File: src/sv/wsm_pkg.sv
package wsm_pkg;

    typedef struct packed {
        logic [7:0] file_byte;
        logic       end_of_file;
    } t_in;

    typedef struct packed {
        logic signed [23:0] mono_sample;
        logic               sample_valid;
        logic               done_res;
        logic [3:0]         status;
        logic [31:0]        sample_rate;
    } t_out;

    // parser to controller
    typedef struct packed {
        logic        give;
        logic [3:0]  status;
        logic [31:0] rate;
    } t_pstat;

    // controller to parser
    typedef struct packed {
        logic clear;
    } t_cmd;

    localparam logic [3:0] ST_OK       = 4'd0;
    localparam logic [3:0] ST_SHORT    = 4'd1;
    localparam logic [3:0] ST_NOT_RIFF = 4'd2;
    localparam logic [3:0] ST_MISSING  = 4'd3;
    localparam logic [3:0] ST_RATE_CH  = 4'd4;
    localparam logic [3:0] ST_FORMAT   = 4'd5;
    localparam logic [3:0] ST_DEPTH    = 4'd6;
    localparam logic [3:0] ST_PCM_DEP  = 4'd7;
    localparam logic [3:0] ST_FLT_DEP  = 4'd8;
    localparam logic [3:0] ST_BAD_DATA = 4'd9;
    localparam logic [3:0] ST_FEW      = 4'd10;

    localparam int DIV_W = 7;

endpackage

File: src/sv/wsm_div.sv
module wsm_div import wsm_pkg::*; (
    input  logic                    i_clk,
    input  logic                    i_rst_n,
    input  logic                    i_start,
    input  logic signed [35:0]      i_dividend,
    input  logic [DIV_W-1:0]        i_divisor,
    output logic                    o_done,
    output logic signed [23:0]      o_quot
);
    localparam int QW = 37;

    logic [5:0]       r_cnt;
    logic             r_busy;
    logic             r_done;
    logic             r_neg;
    logic [DIV_W-1:0] r_d;
    logic [DIV_W-1:0] r_rem;
    logic [QW-1:0]    r_q;

    logic [QW-1:0]    start_mag;
    logic [DIV_W:0]   rem_sh;
    logic             qbit;

    always_comb begin
        start_mag = {i_dividend[35], i_dividend};
        if (i_dividend[35]) begin
            start_mag = QW'(0) - start_mag + QW'(i_divisor) - QW'(1);
        end
        rem_sh = {r_rem, r_q[QW-1]};
        qbit   = rem_sh >= {1'b0, r_d};
    end

    always_ff @(posedge i_clk) begin
        if (!i_rst_n) begin
            r_busy <= 1'b0;
            r_done <= 1'b0;
            r_cnt  <= '0;
        end else begin
            r_done <= 1'b0;
            if (i_start) begin
                r_busy <= 1'b1;
                r_cnt  <= 6'(QW);
            end else if (r_busy) begin
                r_cnt <= r_cnt - 6'd1;
                if (r_cnt == 6'd1) begin
                    r_busy <= 1'b0;
                    r_done <= 1'b1;
                end
            end
        end
    end

    always_ff @(posedge i_clk) begin
        if (i_start) begin
            r_neg <= i_dividend[35];
            r_d   <= i_divisor;
            r_rem <= '0;
            r_q   <= start_mag;
        end else if (r_busy) begin
            r_rem <= qbit ? DIV_W'(rem_sh - {1'b0, r_d}) : rem_sh[DIV_W-1:0];
            r_q   <= {r_q[QW-2:0], qbit};
        end
    end

    always_comb begin
        if (!r_neg) begin
            o_quot = (r_q > QW'(24'h7FFFFF)) ? 24'sh7FFFFF : $signed(r_q[23:0]);
        end else begin
            o_quot = (r_q > QW'(24'h800000)) ? -24'sh800000 : $signed(24'd0 - r_q[23:0]);
        end
    end

    assign o_done = r_done;

endmodule

File: src/sv/wsm_parse.sv
module wsm_parse import wsm_pkg::*; #(
    parameter int MAX_CHANNELS = 8
) (
    input  logic               i_clk,
    input  logic               i_rst_n,
    input  logic               i_accept,
    input  t_in                i_in,
    input  t_cmd               i_cmd,
    output t_pstat             o_stat,
    output logic signed [35:0] o_dividend,
    output logic [DIV_W-1:0]   o_divisor
);
    localparam logic [2:0] PH_HEAD = 3'd0;
    localparam logic [2:0] PH_CHDR = 3'd1;
    localparam logic [2:0] PH_SKIP = 3'd2;
    localparam logic [2:0] PH_FMT  = 3'd3;
    localparam logic [2:0] PH_DATA = 3'd4;
    localparam logic [2:0] PH_PAD  = 3'd5;
    localparam logic [2:0] PH_BAD  = 3'd6;

    localparam logic [31:0] TAG_RIFF = 32'h46464952;
    localparam logic [31:0] TAG_WAVE = 32'h45564157;
    localparam logic [31:0] TAG_FMT  = 32'h20746D66;
    localparam logic [31:0] TAG_DATA = 32'h61746164;

    localparam logic [30:0] FLT_LIM   = 31'd536870912;
    localparam logic [30:0] FLT_LIM_1 = 31'd536870911;

    logic [2:0]         r_phase, n_phase;
    logic [31:0]        r_bpos, n_bpos;
    logic [31:0]        r_tag, n_tag;
    logic [31:0]        r_rem, n_rem;
    logic [15:0]        r_fmt, n_fmt;
    logic [15:0]        r_chan, n_chan;
    logic [15:0]        r_depth, n_depth;
    logic [31:0]        r_rate, n_rate;
    logic [1:0]         r_seen, n_seen;
    logic [31:0]        r_asm, n_asm;
    logic signed [35:0] r_acc, n_acc;
    logic [15:0]        r_fpos, n_fpos;
    logic [31:0]        r_frames, n_frames;
    logic [3:0]         r_hdr, n_hdr;
    logic [4:0]         r_boff, n_boff;
    logic               r_odd, n_odd;
    logic [1:0]         r_sub, n_sub;

    logic               fmt_ok;
    logic               chan_ok;
    logic [2:0]         bps;
    logic [8:0]         fb;
    logic [34:0]        cap;
    logic               give;
    logic signed [35:0] sum;
    logic [2:0]         kind;
    logic [7:0]         b;
    logic [31:0]        a;
    logic [3:0]         st;

    function automatic logic signed [30:0] flt_q(input logic [31:0] f);
        logic [7:0]         e;
        logic [23:0]        m;
        logic [30:0]        mag;
        logic               lost;
        logic [7:0]         s;
        logic [31:0]        mw;
        logic signed [30:0] res;
        e    = f[30:23];
        m    = {(e != 8'd0), f[22:0]};
        mag  = '0;
        lost = 1'b0;
        res  = '0;
        mw   = {8'd0, m};
        if (e == 8'hFF) begin
            if (f[22:0] != 23'd0) res = '0;
            else res = f[31] ? -$signed(FLT_LIM) : $signed(FLT_LIM_1);
        end else begin
            if (e >= 8'd127) begin
                s = e - 8'd127;
                if (s >= 8'd6) mag = FLT_LIM;
                else mag = {7'd0, m} << s[2:0];
            end else begin
                s = (e != 8'd0) ? 8'd127 - e : 8'd126;
                if (s >= 8'd32) begin
                    mag  = '0;
                    lost = (m != 24'd0);
                end else begin
                    mag  = 31'(mw >> s[4:0]);
                    lost = (mw & ~(32'hFFFFFFFF << s[4:0])) != 32'd0;
                end
            end
            if (f[31]) begin
                mag = mag + 31'(lost);
                res = (mag > FLT_LIM) ? -$signed(FLT_LIM) : -$signed(mag);
            end else begin
                res = (mag > FLT_LIM_1) ? $signed(FLT_LIM_1) : $signed(mag);
            end
        end
        return res;
    endfunction

    function automatic logic signed [30:0] to_q(input logic [31:0] s_in,
                                                 input logic [15:0] fc,
                                                 input logic [15:0] dep);
        logic signed [30:0] v;
        if (fc == 16'd3) v = flt_q(s_in);
        else if (dep == 16'd16) v = $signed({{7{s_in[15]}}, s_in[15:0], 8'h00});
        else if (dep == 16'd24) v = $signed({{7{s_in[23]}}, s_in[23:0]});
        else v = $signed({{7{s_in[31]}}, s_in[31:8]});
        return v;
    endfunction

    assign b = i_in.file_byte;

    always_comb begin
        chan_ok = r_rate >= 32'd1000 && r_chan >= 16'd1 && r_chan <= 16'(MAX_CHANNELS);
        fmt_ok  = r_seen[0] && chan_ok &&
                  ((r_fmt == 16'd1 && (r_depth == 16'd16 || r_depth == 16'd24 ||
                                       r_depth == 16'd32)) ||
                   (r_fmt == 16'd3 && r_depth == 16'd32));
        bps = r_depth[5:3];
        unique case (bps)
            3'd2:    fb = {1'b0, r_chan[6:0], 1'b0};
            3'd3:    fb = {1'b0, r_chan[6:0], 1'b0} + {2'b0, r_chan[6:0]};
            default: fb = {r_chan[6:0], 2'b0};
        endcase
        cap = {1'b0, r_rate, 2'b0} + {3'b0, r_rate};
    end

    always_comb begin
        n_phase  = r_phase;
        n_tag    = r_tag;
        n_rem    = r_rem;
        n_fmt    = r_fmt;
        n_chan   = r_chan;
        n_depth  = r_depth;
        n_rate   = r_rate;
        n_seen   = r_seen;
        n_asm    = r_asm;
        n_acc    = r_acc;
        n_fpos   = r_fpos;
        n_frames = r_frames;
        n_hdr    = r_hdr;
        n_boff   = r_boff;
        n_odd    = r_odd;
        n_sub    = r_sub;
        give     = 1'b0;
        sum      = r_acc;
        kind     = PH_SKIP;
        a        = r_asm;
        n_bpos   = (&r_bpos) ? r_bpos : r_bpos + 32'd1;

        unique case (r_phase)
            PH_HEAD: begin
                n_tag = {b, r_tag[31:8]};
                if (r_bpos == 32'd3 && n_tag != TAG_RIFF) begin
                    n_phase = PH_BAD;
                end else if (r_bpos == 32'd11) begin
                    if (n_tag != TAG_WAVE) begin
                        n_phase = PH_BAD;
                    end else begin
                        n_phase = PH_CHDR;
                        n_hdr   = '0;
                    end
                end
            end
            PH_CHDR: begin
                if (r_hdr < 4'd4) n_tag = {b, r_tag[31:8]};
                else n_rem = {b, r_rem[31:8]};
                n_hdr = r_hdr + 4'd1;
                if (n_hdr >= 4'd8) begin
                    n_odd  = n_rem[0];
                    n_boff = '0;
                    if (n_tag == TAG_FMT && n_rem >= 32'd16 && r_seen == 2'd0) begin
                        kind = PH_FMT;
                    end else if (n_tag == TAG_DATA && r_seen == 2'd1) begin
                        kind   = PH_DATA;
                        n_fpos = '0;
                        n_acc  = '0;
                        n_asm  = '0;
                        n_sub  = '0;
                    end
                    if (n_rem == 32'd0) begin
                        if (kind == PH_FMT) n_seen[0] = 1'b1;
                        if (kind == PH_DATA) n_seen[1] = 1'b1;
                        n_phase = n_odd ? PH_PAD : PH_CHDR;
                        n_hdr   = '0;
                    end else begin
                        n_phase = kind;
                    end
                end
            end
            PH_SKIP, PH_FMT, PH_DATA: begin
                if (r_phase == PH_FMT) begin
                    if (r_boff < 5'd2) begin
                        if (r_boff[0]) n_fmt[15:8] = b;
                        else n_fmt[7:0] = b;
                    end else if (r_boff < 5'd4) begin
                        if (r_boff[0]) n_chan[15:8] = b;
                        else n_chan[7:0] = b;
                    end else if (r_boff < 5'd8) begin
                        unique case (r_boff[1:0])
                            2'd0: n_rate[7:0]   = b;
                            2'd1: n_rate[15:8]  = b;
                            2'd2: n_rate[23:16] = b;
                            default: n_rate[31:24] = b;
                        endcase
                    end else if (r_boff == 5'd14) begin
                        n_depth[7:0] = b;
                    end else if (r_boff == 5'd15) begin
                        n_depth[15:8] = b;
                    end
                end else if (r_phase == PH_DATA && fmt_ok) begin
                    a = (r_sub == 2'd0) ? 32'd0 : r_asm;
                    unique case (r_sub)
                        2'd0: a[7:0]   = b;
                        2'd1: a[15:8]  = b;
                        2'd2: a[23:16] = b;
                        default: a[31:24] = b;
                    endcase
                    n_asm = a;
                    if ({1'b0, r_sub} == bps - 3'd1) begin
                        sum   = r_acc + 36'(to_q(a, r_fmt, r_depth));
                        n_acc = sum;
                        n_sub = '0;
                    end else begin
                        n_sub = r_sub + 2'd1;
                    end
                    n_fpos = r_fpos + 16'd1;
                    if (n_fpos >= {7'd0, fb}) begin
                        n_acc  = '0;
                        n_fpos = '0;
                        n_sub  = '0;
                        if ({3'b0, r_frames} < cap) begin
                            give = 1'b1;
                            if (!(&r_frames)) n_frames = r_frames + 32'd1;
                        end
                    end
                end
                if (!(&r_boff)) n_boff = r_boff + 5'd1;
                n_rem = r_rem - 32'd1;
                if (n_rem == 32'd0) begin
                    if (r_phase == PH_FMT) n_seen[0] = 1'b1;
                    if (r_phase == PH_DATA) n_seen[1] = 1'b1;
                    n_phase = r_odd ? PH_PAD : PH_CHDR;
                    n_hdr   = '0;
                end
            end
            PH_PAD: begin
                n_phase = PH_CHDR;
                n_hdr   = '0;
            end
            default: begin
            end
        endcase
    end

    always_ff @(posedge i_clk) begin
        if (!i_rst_n || i_cmd.clear) begin
            r_phase  <= PH_HEAD;
            r_bpos   <= '0;
            r_tag    <= '0;
            r_rem    <= '0;
            r_fmt    <= '0;
            r_chan   <= '0;
            r_depth  <= '0;
            r_rate   <= '0;
            r_seen   <= '0;
            r_asm    <= '0;
            r_acc    <= '0;
            r_fpos   <= '0;
            r_frames <= '0;
            r_hdr    <= '0;
            r_boff   <= '0;
            r_odd    <= 1'b0;
            r_sub    <= '0;
        end else if (i_accept) begin
            r_phase  <= n_phase;
            r_bpos   <= n_bpos;
            r_tag    <= n_tag;
            r_rem    <= n_rem;
            r_fmt    <= n_fmt;
            r_chan   <= n_chan;
            r_depth  <= n_depth;
            r_rate   <= n_rate;
            r_seen   <= n_seen;
            r_asm    <= n_asm;
            r_acc    <= n_acc;
            r_fpos   <= n_fpos;
            r_frames <= n_frames;
            r_hdr    <= n_hdr;
            r_boff   <= n_boff;
            r_odd    <= n_odd;
            r_sub    <= n_sub;
        end
    end

    // end-of-file status from the settled state
    always_comb begin
        priority if (r_bpos < 32'd44) st = ST_SHORT;
        else if (r_phase == PH_BAD) st = ST_NOT_RIFF;
        else if (r_seen != 2'd3) st = ST_MISSING;
        else if (!chan_ok) st = ST_RATE_CH;
        else if (r_fmt != 16'd1 && r_fmt != 16'd3) st = ST_FORMAT;
        else if (r_depth < 16'd8) st = ST_DEPTH;
        else if (r_fmt == 16'd1 && !(r_depth == 16'd16 || r_depth == 16'd24 ||
                                    r_depth == 16'd32)) st = ST_PCM_DEP;
        else if (r_fmt == 16'd3 && r_depth != 16'd32) st = ST_FLT_DEP;
        else if (r_frames == 32'd0) st = ST_BAD_DATA;
        else if (r_frames == 32'd1) st = ST_FEW;
        else st = ST_OK;
    end

    assign o_stat.give   = give;
    assign o_stat.status = st;
    assign o_stat.rate   = (st == ST_OK) ? r_rate : 32'd0;
    assign o_dividend    = sum;
    assign o_divisor     = r_chan[DIV_W-1:0];

endmodule

File: src/sv/wsm_ctrl.sv
module wsm_ctrl import wsm_pkg::*; (
    input  logic               i_clk,
    input  logic               i_rst_n,
    input  logic               i_in_valid,
    input  logic               i_eof,
    output logic               o_in_stall,
    output logic               o_accept,
    input  t_pstat             i_stat,
    output logic               o_div_start,
    input  logic               i_div_done,
    input  logic signed [23:0] i_div_q,
    output t_cmd               o_cmd,
    input  logic               i_out_stall,
    output logic               o_out_valid,
    output t_out               o_out
);
    localparam logic [1:0] S_IDLE = 2'd0;
    localparam logic [1:0] S_DIV  = 2'd1;
    localparam logic [1:0] S_FIN  = 2'd2;

    logic [1:0]         r_state, n_state;
    logic               r_smp_pend;
    logic               r_eof_pend;
    logic signed [23:0] r_smp;
    logic               r_out_valid;
    t_out               r_out;
    logic               fin_load;

    // finish loads the output register once it is empty or being taken
    assign fin_load    = (r_state == S_FIN) && (!r_out_valid || !i_out_stall);
    assign o_in_stall  = (r_state != S_IDLE);
    assign o_accept    = i_in_valid && !o_in_stall;
    assign o_div_start = o_accept && i_stat.give;
    assign o_cmd.clear = fin_load && r_eof_pend;

    always_comb begin
        n_state = r_state;
        unique case (r_state)
            S_IDLE: begin
                if (o_accept && i_stat.give) n_state = S_DIV;
                else if (o_accept && i_eof) n_state = S_FIN;
            end
            S_DIV: begin
                if (i_div_done) n_state = S_FIN;
            end
            S_FIN: begin
                if (fin_load) n_state = S_IDLE;
            end
            default: n_state = S_IDLE;
        endcase
    end

    always_ff @(posedge i_clk) begin
        if (!i_rst_n) begin
            r_state     <= S_IDLE;
            r_out_valid <= 1'b0;
            r_smp_pend  <= 1'b0;
            r_eof_pend  <= 1'b0;
        end else begin
            r_state <= n_state;
            if (o_accept) begin
                r_smp_pend <= i_stat.give;
                r_eof_pend <= i_eof;
            end
            if (fin_load) r_out_valid <= 1'b1;
            else if (!i_out_stall) r_out_valid <= 1'b0;
        end
    end

    always_ff @(posedge i_clk) begin
        if (r_state == S_DIV && i_div_done) r_smp <= i_div_q;
        if (fin_load) begin
            r_out.mono_sample  <= r_smp_pend ? r_smp : 24'sd0;
            r_out.sample_valid <= r_smp_pend;
            r_out.done_res     <= r_eof_pend;
            r_out.status       <= r_eof_pend ? i_stat.status : ST_OK;
            r_out.sample_rate  <= r_eof_pend ? i_stat.rate : 32'd0;
        end
    end

    assign o_out_valid = r_out_valid;
    assign o_out       = r_out;

endmodule

File: src/sv/wav_stream_to_mono_samples_unit.sv
// wav byte stream to mono q0.23 samples
// throughput: one byte per cycle for bytes that give no result, even while a result waits
// a byte that completes a frame holds the input through the 37-step shift-subtract divider,
//   its done strobe and the finish state, which loads the result into the output register
// a final byte without a frame holds the input through the finish state only; a result
//   still stalled in the output register extends the finish state. reset: synchronous i_rst_n
module wav_stream_to_mono_samples_unit import wsm_pkg::*; #(
    parameter int MAX_CHANNELS = 8
) (
    input  logic i_clk,
    input  logic i_rst_n,
    input  logic i_in_valid,
    output logic o_in_stall,
    input  t_in  i_in_data,
    output logic o_out_valid,
    input  logic i_out_stall,
    output t_out o_out_data
);
    // handshake and sequencing
    logic               accept;
    logic               div_start;
    logic               div_done;
    logic signed [23:0] div_q;
    logic signed [35:0] dividend;
    logic [DIV_W-1:0]   divisor;
    t_pstat             pstat;
    t_cmd               cmd;

    // controller: idle / divide / finish, owns the output register
    wsm_ctrl u_ctrl (
        .i_clk       (i_clk),
        .i_rst_n     (i_rst_n),
        .i_in_valid  (i_in_valid),
        .i_eof       (i_in_data.end_of_file),
        .o_in_stall  (o_in_stall),
        .o_accept    (accept),
        .i_stat      (pstat),
        .o_div_start (div_start),
        .i_div_done  (div_done),
        .i_div_q     (div_q),
        .o_cmd       (cmd),
        .i_out_stall (i_out_stall),
        .o_out_valid (o_out_valid),
        .o_out       (o_out_data)
    );

    // parser datapath: tags, chunk walk, fmt capture, sample decode and channel sum
    wsm_parse #(
        .MAX_CHANNELS (MAX_CHANNELS)
    ) u_parse (
        .i_clk      (i_clk),
        .i_rst_n    (i_rst_n),
        .i_accept   (accept),
        .i_in       (i_in_data),
        .i_cmd      (cmd),
        .o_stat     (pstat),
        .o_dividend (dividend),
        .o_divisor  (divisor)
    );

    // floor division of the channel sum by the channel count, saturated to q0.23
    wsm_div u_div (
        .i_clk      (i_clk),
        .i_rst_n    (i_rst_n),
        .i_start    (div_start),
        .i_dividend (dividend),
        .i_divisor  (divisor),
        .o_done     (div_done),
        .o_quot     (div_q)
    );

endmodule

File: config.mk
export PLATFORM = sky130hd
export DESIGN_NAME = wav_stream_to_mono_samples_unit
export DESIGN_NICKNAME = d
export VERILOG_FILES = /design/src/sv/wsm_pkg.sv /design/src/sv/wsm_div.sv /design/src/sv/wsm_parse.sv /design/src/sv/wsm_ctrl.sv /design/src/sv/wav_stream_to_mono_samples_unit.sv
export SDC_FILE = /design/constraint.sdc
export NUM_CORES = 2
export LEC_CHECK = 0
export ABC_AREA = 1
export BUFFER_PORTS_ARGS = -buffer_cell sky130_fd_sc_hd__buf_2
export CORE_ASPECT_RATIO = 1.1
export CORE_MARGIN = 3
export CORE_UTILIZATION = 32
export DETAILED_ROUTE_END_ITERATION = 16
export PLACE_DENSITY = 0.58
export SYNTH_ARGS = -nofsm -noshare
export SYNTH_HDL_FRONTEND = slang
export SYNTH_SLANG_ARGS = --single-unit
File: constraint.sdc
create_clock -name i_clk -period 10.1 [get_ports i_clk]
set_clock_uncertainty 0.1 [all_clocks]
set_input_delay 0 -clock i_clk [delete_from_list [all_inputs] [get_ports i_clk]]
set_output_delay 0 -clock i_clk [all_outputs]
set_load 0.05 [all_outputs]
# --- After elaboration in Yosys (flattened, before gate mapping) ---
# Index checks and enable logic that the tools add are counted.
totals:
  ff_bits: 460
  in_bits: 13
  out_inout_bits: 64
  word_cells: 390
op_classes:
  add_sub_neg: 21
  order_cmp: 21
  n_eq_ne: 58
  shift: 3
  muxes: 153
  bitwise_logic: 13
  reduce_logical: 79
op_table:
  columns: ["cell", "n"]
  rows:
  - ["$mux W31", 22]
  - ["$mux W36", 10]
  - ["$mux W32", 10]
  - ["$pmux W32 S2", 3]
  - ["$mux W8", 17]
  - ["$mux W37", 3]
  - ["$logic_not A32 Y1", 3]
  - ["$mux W16", 6]
  - ["$mux W24", 3]
  - ["$pmux W36 S2", 1]
  - ["$add A32 B1 Y32 const B", 2]
  - ["$mux W4", 16]
  - ["$ne A32 B31 Y1 const B", 2]
  - ["$reduce_and A32 Y1", 2]
  - ["$reduce_and A7 Y1", 9]
  - ["$add A37 B7 Y37", 1]
  - ["$gt A37 B23 Y1 const B", 1]
  - ["$gt A37 B24 Y1 const B", 1]
  - ["$sub A1 B36 Y37 const A", 1]
  - ["$sub A37 B1 Y37 const B", 1]
  - ["$add A36 B31 Y36", 1]
  - ["$mux W3", 12]
  - ["$add A34 B32 Y35", 1]
  - ["$lt A32 B35 Y1", 1]
  - ["95 further kinds", 219]

# --- Longest topological paths before layout ---
depth:
  depth_word: 44
  ltp_mapped: 76
  mapped_depth_nobuf: 71

# --- Modules after synthesis ---
# A second synthesis with hierarchy kept.
hier_totals:
  hier_cells: 5455
  hier_area_um2: 35700.5
modules_own_cells:
  columns: ["module", "n_inst", "cells_each", "area_each_um2", "seq_area_each_um2"]
  rows:
  - ["wsm_parse", 1, 4404, 27066.0, 6185.9]
  - ["wsm_div", 1, 800, 5322.6, 1651.6]
  - ["wsm_ctrl", 1, 251, 3311.9, 2682.6]

# --- Worst setup path before layout ---
# Ideal clock, no wire load.
synth_timing:
  path_kind: "register -> register"
  from: "register u_parse.r_sub[0]"
  to: "register u_div.r_q[27] (data pin)"
  setup_ns: 0.252
  arrival_ns: 9.662
  required_time_ns: 9.748
  path_slack_ns: 0.086
  stages_incl_launch_ff: 67
  path_buffers: 6
  synth_period_minus_slack_ns: 10.014
  cell_sequence: "dfxtp_1 inv_1 ha_1 inv_1 o21ai_0 o21ai_4 buf_2 clkbuf_1 ha_1 nand3_1 nor2_2 nand3_4 buf_6 nand2_4 buf_8 nor2_1 a2111oi_0 nand4_1 [31 not listed] o21ai_0 a21oi_1 o21bai_1 nand2_1 nand3_1 o21ai_0 nand2_1 o21ai_0 or2_2 inv_1 nand2_1 nor2_1 nand4_1 xor2_1 nand3_2 nand2_1 nand2_1 nand2_1"
synth_between:
  elab_chain_len: 40
  elab_cells_between_ends: 82
  classes_between: "8 x add/sub; 5 x order compare; 4 x eq/ne; 3 x shift; 54 x mux; 2 x bitwise; 6 x reduce/logical"
synth_lines:
  columns: ["element", "line_no", "text"]
  rows:
  - ["start, declared", "wsm_parse.sv:45", "logic [1:0] r_sub, n_sub;"]
  - ["start signal, assigned", "wsm_parse.sv:293", "r_sub <= n_sub;"]
  - ["$eq A2 B1 Y1 (tied with other cells)", "wsm_parse.sv:214", "unique case (r_sub)"]
  - ["$reduce_or A3 Y1 (no line) or $mux W32 (tied branches)", null, null]
  - ["$mux W8", "wsm_parse.sv:214", null]
  - ["$mux W8", "wsm_parse.sv:212", "end else if (r_phase == PH_DATA && fmt_ok) begin"]
  - ["$mux W8", "wsm_parse.sv:193", "if (r_phase == PH_FMT) begin"]
  - ["$mux W8", "wsm_parse.sv:152", "unique case (r_phase)"]
  - ["$sub A7 B8 Y8 or $reduce_bool A8 Y1 (tied branches)", "wsm_parse.sv:82, wsm_parse.sv:68", null]
  - ["$mux W8", "wsm_parse.sv:82", "s = (e != 8'd0) ? 8'd127 - e : 8'd126;"]
  - ["[24 not listed]", null, null]
  - ["$mux W36 (*)", "wsm_parse.sv:212", null]
  - ["$mux W36 (*)", "wsm_parse.sv:193", null]
  - ["$mux W36 (*)", "wsm_parse.sv:152", null]
  - ["$sub A1 B36 Y37", "wsm_div.sv:27", "start_mag = QW'(0) - start_mag + QW'(i_divisor) - QW'(1);"]
  - ["$add A37 B7 Y37", "wsm_div.sv:27", null]
  - ["$sub A37 B1 Y37", "wsm_div.sv:27", null]
  - ["$mux W37 (*)", "wsm_div.sv:26", "if (i_dividend[35]) begin"]
  - ["$mux W37 (*)", "wsm_div.sv:54", "if (i_start) begin"]
  - ["end signal, assigned", "wsm_div.sv:58", "r_q <= start_mag;"]
  - ["end signal, assigned", "wsm_div.sv:61", "r_q <= {r_q[QW-2:0], qbit};"]
  - ["end, declared", "wsm_div.sv:18", "logic [QW-1:0] r_q;"]
# Mark *: on every way between the ends. The rest lies on a longest branch, timed or not. The select of a mux whose other input is x is not followed.
# A chain may end at the register's enable or synchronous reset.

# --- Worst setup path in the final report ---
layout_timing:
  from: "register u_parse.r_sub[0]"
  to: "register u_div.r_q[17] (data pin)"
# The elaborated chain is that of the path after synthesis.

==> results.txt <==
* Status: finished, final reports clean
* Proportion of power drawn by flip-flops and latches: 43.1%
- Routed WL: around 120,000 µm
- The die is approximately 360 µm tall.
- Routability-driven placement finished with a final weighted congestion of between 0.9 and 1.
- Slew headroom: between 15 and 20%
- In the post-synthesis netlist, the biggest area contributors are dfxtp_1 (18%), nand2_1 (13%), edfxtp_1 (11%), inv_1 (6.8%), o21ai_0 (6.3%).
- Kind of end point of the critical path: register
- The startpoint identified for the worst register-to-register timing path is u_parse.r_sub[0].
- Largest net degree at the start of global routing: about 110
- Worst setup path class: reg2reg
* Filler Cells Inserted: approximately 12k
* Kind of path behind the tightest hold check: in2reg
* Slowest Stage Delay on Critical Path: 0.41 ns
* Total gr overflow: 0
- Dividing the detail-routed wire length by the instance count gives ~17 µm.
* Worst-case hold slack: ~0.15 ns
* Design internal power: 3.24 mW
- Clock tree from TritonCTS: yes
* Top cells by count, synth: nand2_1 (1,233), inv_1 (642), nor2_1 (479)
- Once the floorplan was initialized, standard cells occupied roughly a third of the core.
* Maximum buffer depth of the clock tree: 3
- In the synthesized netlist, the number of instances is roughly 5.4k.
- After clock tree synthesis, the clock-pin slew on the worst setup and hold paths is 0.06 ns.
* Highest achievable clock rate: approximately 110 MHz
- Vias per cell: about 5.2
- The worst path in the final design needs a cycle of 9.45 ns, including I/O delays and setup.
- Setup violations remaining at the end of the flow were counted as 0.
- Synthesis produced a netlist with a net count of about 5.6k.
- Endpoint arrival time on the critical path: between 9 and 10 ns
* Critical R2R Capture: u_div.r_q[17]
* CP dominant cell by count: nand2_1
- Reported leakage power: 17.4 nW
* Largest fanout of any net on the critical path: 17
- After synthesis, the share of flip-flops with an asynchronous set or reset is 0%.
- Die area: 115,000 µm²
- Dividing the synthesized area by the synthesized cell count gives roughly 6.6 µm².
- Measured along the x axis, the die boundary spans between 300 and 400 µm.
* Cells on worst reg2reg path: 55
- Dividing total power by cell area gives a power density of around 120 nW/µm².
* Via count: between 30k and 40k
* Count of max-cap constraint violations: 0
- Buffers placed on the I/O ports in this run total 76.
- VDD sags by at most ~0.00013 V.
- CP endpoint: u_div.r_q[17]
- The clock drives between 400 and 500 sinks.
- Number of global-route vias before repair: around 34k
* Slew Viols, Final: 0
* Yosys Warn Count: 0
- STA classifies the critical path startpoint as a register.
- Setup repair after global routing left no endpoint under its margin.
- Row count: approximately 130
- Net Sw Power: roughly 1.4 mW
- Of the available clock period, the critical path in the final layout requires between 90 and 100%.
* Root cell of the clock tree: clkbuf_16
* Net Sw Frac: between 30% and 40%
* Number of nets in the layout: 5,660
- Top Ports: between 70 and 80
- Total inserted antenna cells: 0
* Mapped cell area: 35,700 µm²
- Std-Cell Core Area: between 100,000 and 150,000 µm²
- Share of synthesized area occupied by flip-flops and latches: between 20 and 30%
* Worst Tran Pin Value: between 1 and 1.5 ns
- The worst register-to-register path has a setup slack of around 0.65 ns.
* Number of enable-type register cells in the synthesized netlist: 131
- Initial antenna violation count: 0
- The largest total area in the synthesized netlist belongs to dfxtp_1.
- Growth of design area from synthesis to finish: 11.8%
* Detailed placer's ending HPWL: 89,700 µm
- Among all cell types in the netlist, the one instantiated most often is nand2_1.
* Combinational power share: ~17%
- Synthesis inferred 460 register bits.
* Leading register cell type out of synthesis: dfxtp_1
- After detailed routing, the number of remaining DRC violations is 0.
- Source-to-sink clock delay at the later pin of the worst-skew pair: 0.61 ns
- CTS built an H-tree with a depth of 2.
- Number of buffers created by CTS: 50
- The number of hold-slack violations in the final timing report came to 0.
* Hold-critical path depth: 3
- Share of power burned in the clock network: between 40% and 50%
* Fraction of layout cells with a size suffix above 1: under 10%
* Total routing usage reported by global routing: 20.0%
- The netlist uses 74 different library cells.
* Fraction of synthesized cell area taken by the top area cell type: between 10% and 20%
- Setup TNS after final layout: 0 ns
- The detail route stage leaves a number of antenna-violating nets equal to 0.
* Share of the core filled with cells: 36.3%
- In this run the worst setup path begins at u_parse.r_sub[0].
- After the first detailed-routing iteration, the DRC count stood at approximately 3.0k.
- STA puts the critical path data required time at 10.48 ns.
- The first global-routing pass estimated about 190,000 µm of wire.
* Slowest CP cell: a2111oi_1
* Length of the first detailed-routing pass in iterations: 6
cells by family after synthesis:
group	Yosys count	synth area share, %
compound gates	1174	18.6
flops	460	29.5
fa+ha+maj	175	6.24
simple gates	2513	30.8
mux	10	0.288
xor+xnor	187	4.61
buf+inv	891	10.0
power groups by stage:
stage               logic (mW)  registers (mW)  clock network, mW
global placement         0.774            2.05                  0
finish                   0.787            2.01               1.87
CTS                      0.783            2.01               1.93
global route             0.875            2.02               1.99
floorplan                0.524            2.08                  0
detailed placement       0.775            2.05                  0
metrics by stage:
stage	area, µm²	instances	setup WS (ns)	power [mW]
2_1_floorplan	35700	5410	0.0855	2.61
3_3_place_gp	38000	6887	0.197	2.82
3_5_place_dp	38000	6887	-0.0295	2.82
4_1_cts	39800	6995	0.0246	4.72
5_1_grt	39900	6996	0.00378	4.88
6_report	39900	6996	0.648	4.66
critical path, delay by kind of cell, from the launching register on:
| kind | cells | cell delay (ns) |
|---|---|---|
| simple gates | 22 | 2.91 |
| compound gates | 12 | 2.27 |
| fa+ha+maj | 7 | 1.88 |
| buf+inv | 11 | 1.21 |
| flops | 1 | 0.40 |
| xor+xnor | 2 | 0.35 |
| mux | 1 | 0.18 |
per-layer routing:
layer,global-route usage (%),wire length [µm],up-vias,part of all wire [%]
met5,0,0,-,0
met4,6.77,4260,0,3.6
met3,1.73,5660,207,4.7
met2,33.8,55400,1021,46
met1,26.8,54400,16900,45
li1,-,-,18300,-
sequential cells by signal, indices dropped and copies added, names as in the netlist, 24 cells and up:
register,cells
u_ctrl.o_out,62
u_ctrl.r_smp,24
u_div.r_q,37
u_parse.r_acc,36
u_parse.r_asm,32
u_parse.r_bpos,32
u_parse.r_frames,32
u_parse.r_rate,32
u_parse.r_rem,32
u_parse.r_tag,32
cells in the final DEF (no fill, tap or decap), types with 23 or more instances in the layout:
master / count
a21oi_1: 395
o211ai_1: 39
nor2_1: 459
xor2_1: 140
clkbuf_16: 51
buf_2: 76
edfxtp_1: 131
a31oi_1: 62
xnor2_1: 46
dfxtp_1: 329
inv_1: 641
nand4_1: 92
o21ai_1: 34
a22oi_1: 37
nor4_1: 72
nand3_1: 394
nor3_1: 124
nor2_2: 25
nand2_1: 1228
ha_1: 169
o21ai_0: 438
buf_4: 141
or2_2: 26
a211oi_1: 23
area by class of cell:
type	count	area (µm²)	share of cell area (%)
clock buffer	70	1420	3.55
tap	1483	1860	4.65
clock inverter	23	226	0.568
inverter	669	2520	6.31
timing repair buffer	232	1590	3.98
sequential	460	10500	26.4
multi-input combinational	4059	21800	54.6
worst min-delay path by stage:
stage	to	start
after floorplan	u_div.r_cnt[2]	i_rst_n
after global placement	u_ctrl.o_out_valid	i_out_stall
after detailed placement	u_ctrl.o_out_valid	i_out_stall
after CTS	u_div.r_cnt[2]	i_rst_n
after global routing	u_div.r_cnt[2]	i_rst_n
final	u_div.r_cnt[2]	i_rst_n
repair_timing:
item,CTS,global route
endpoints found under the setup margin,3,37
buffers inserted,0,1
resized for setup,1,43
pin swaps,0,2
endpoints found under the hold margin,111,0
hold buffers,15,0
Note: power is estimated with default switching activity, not from simulation.
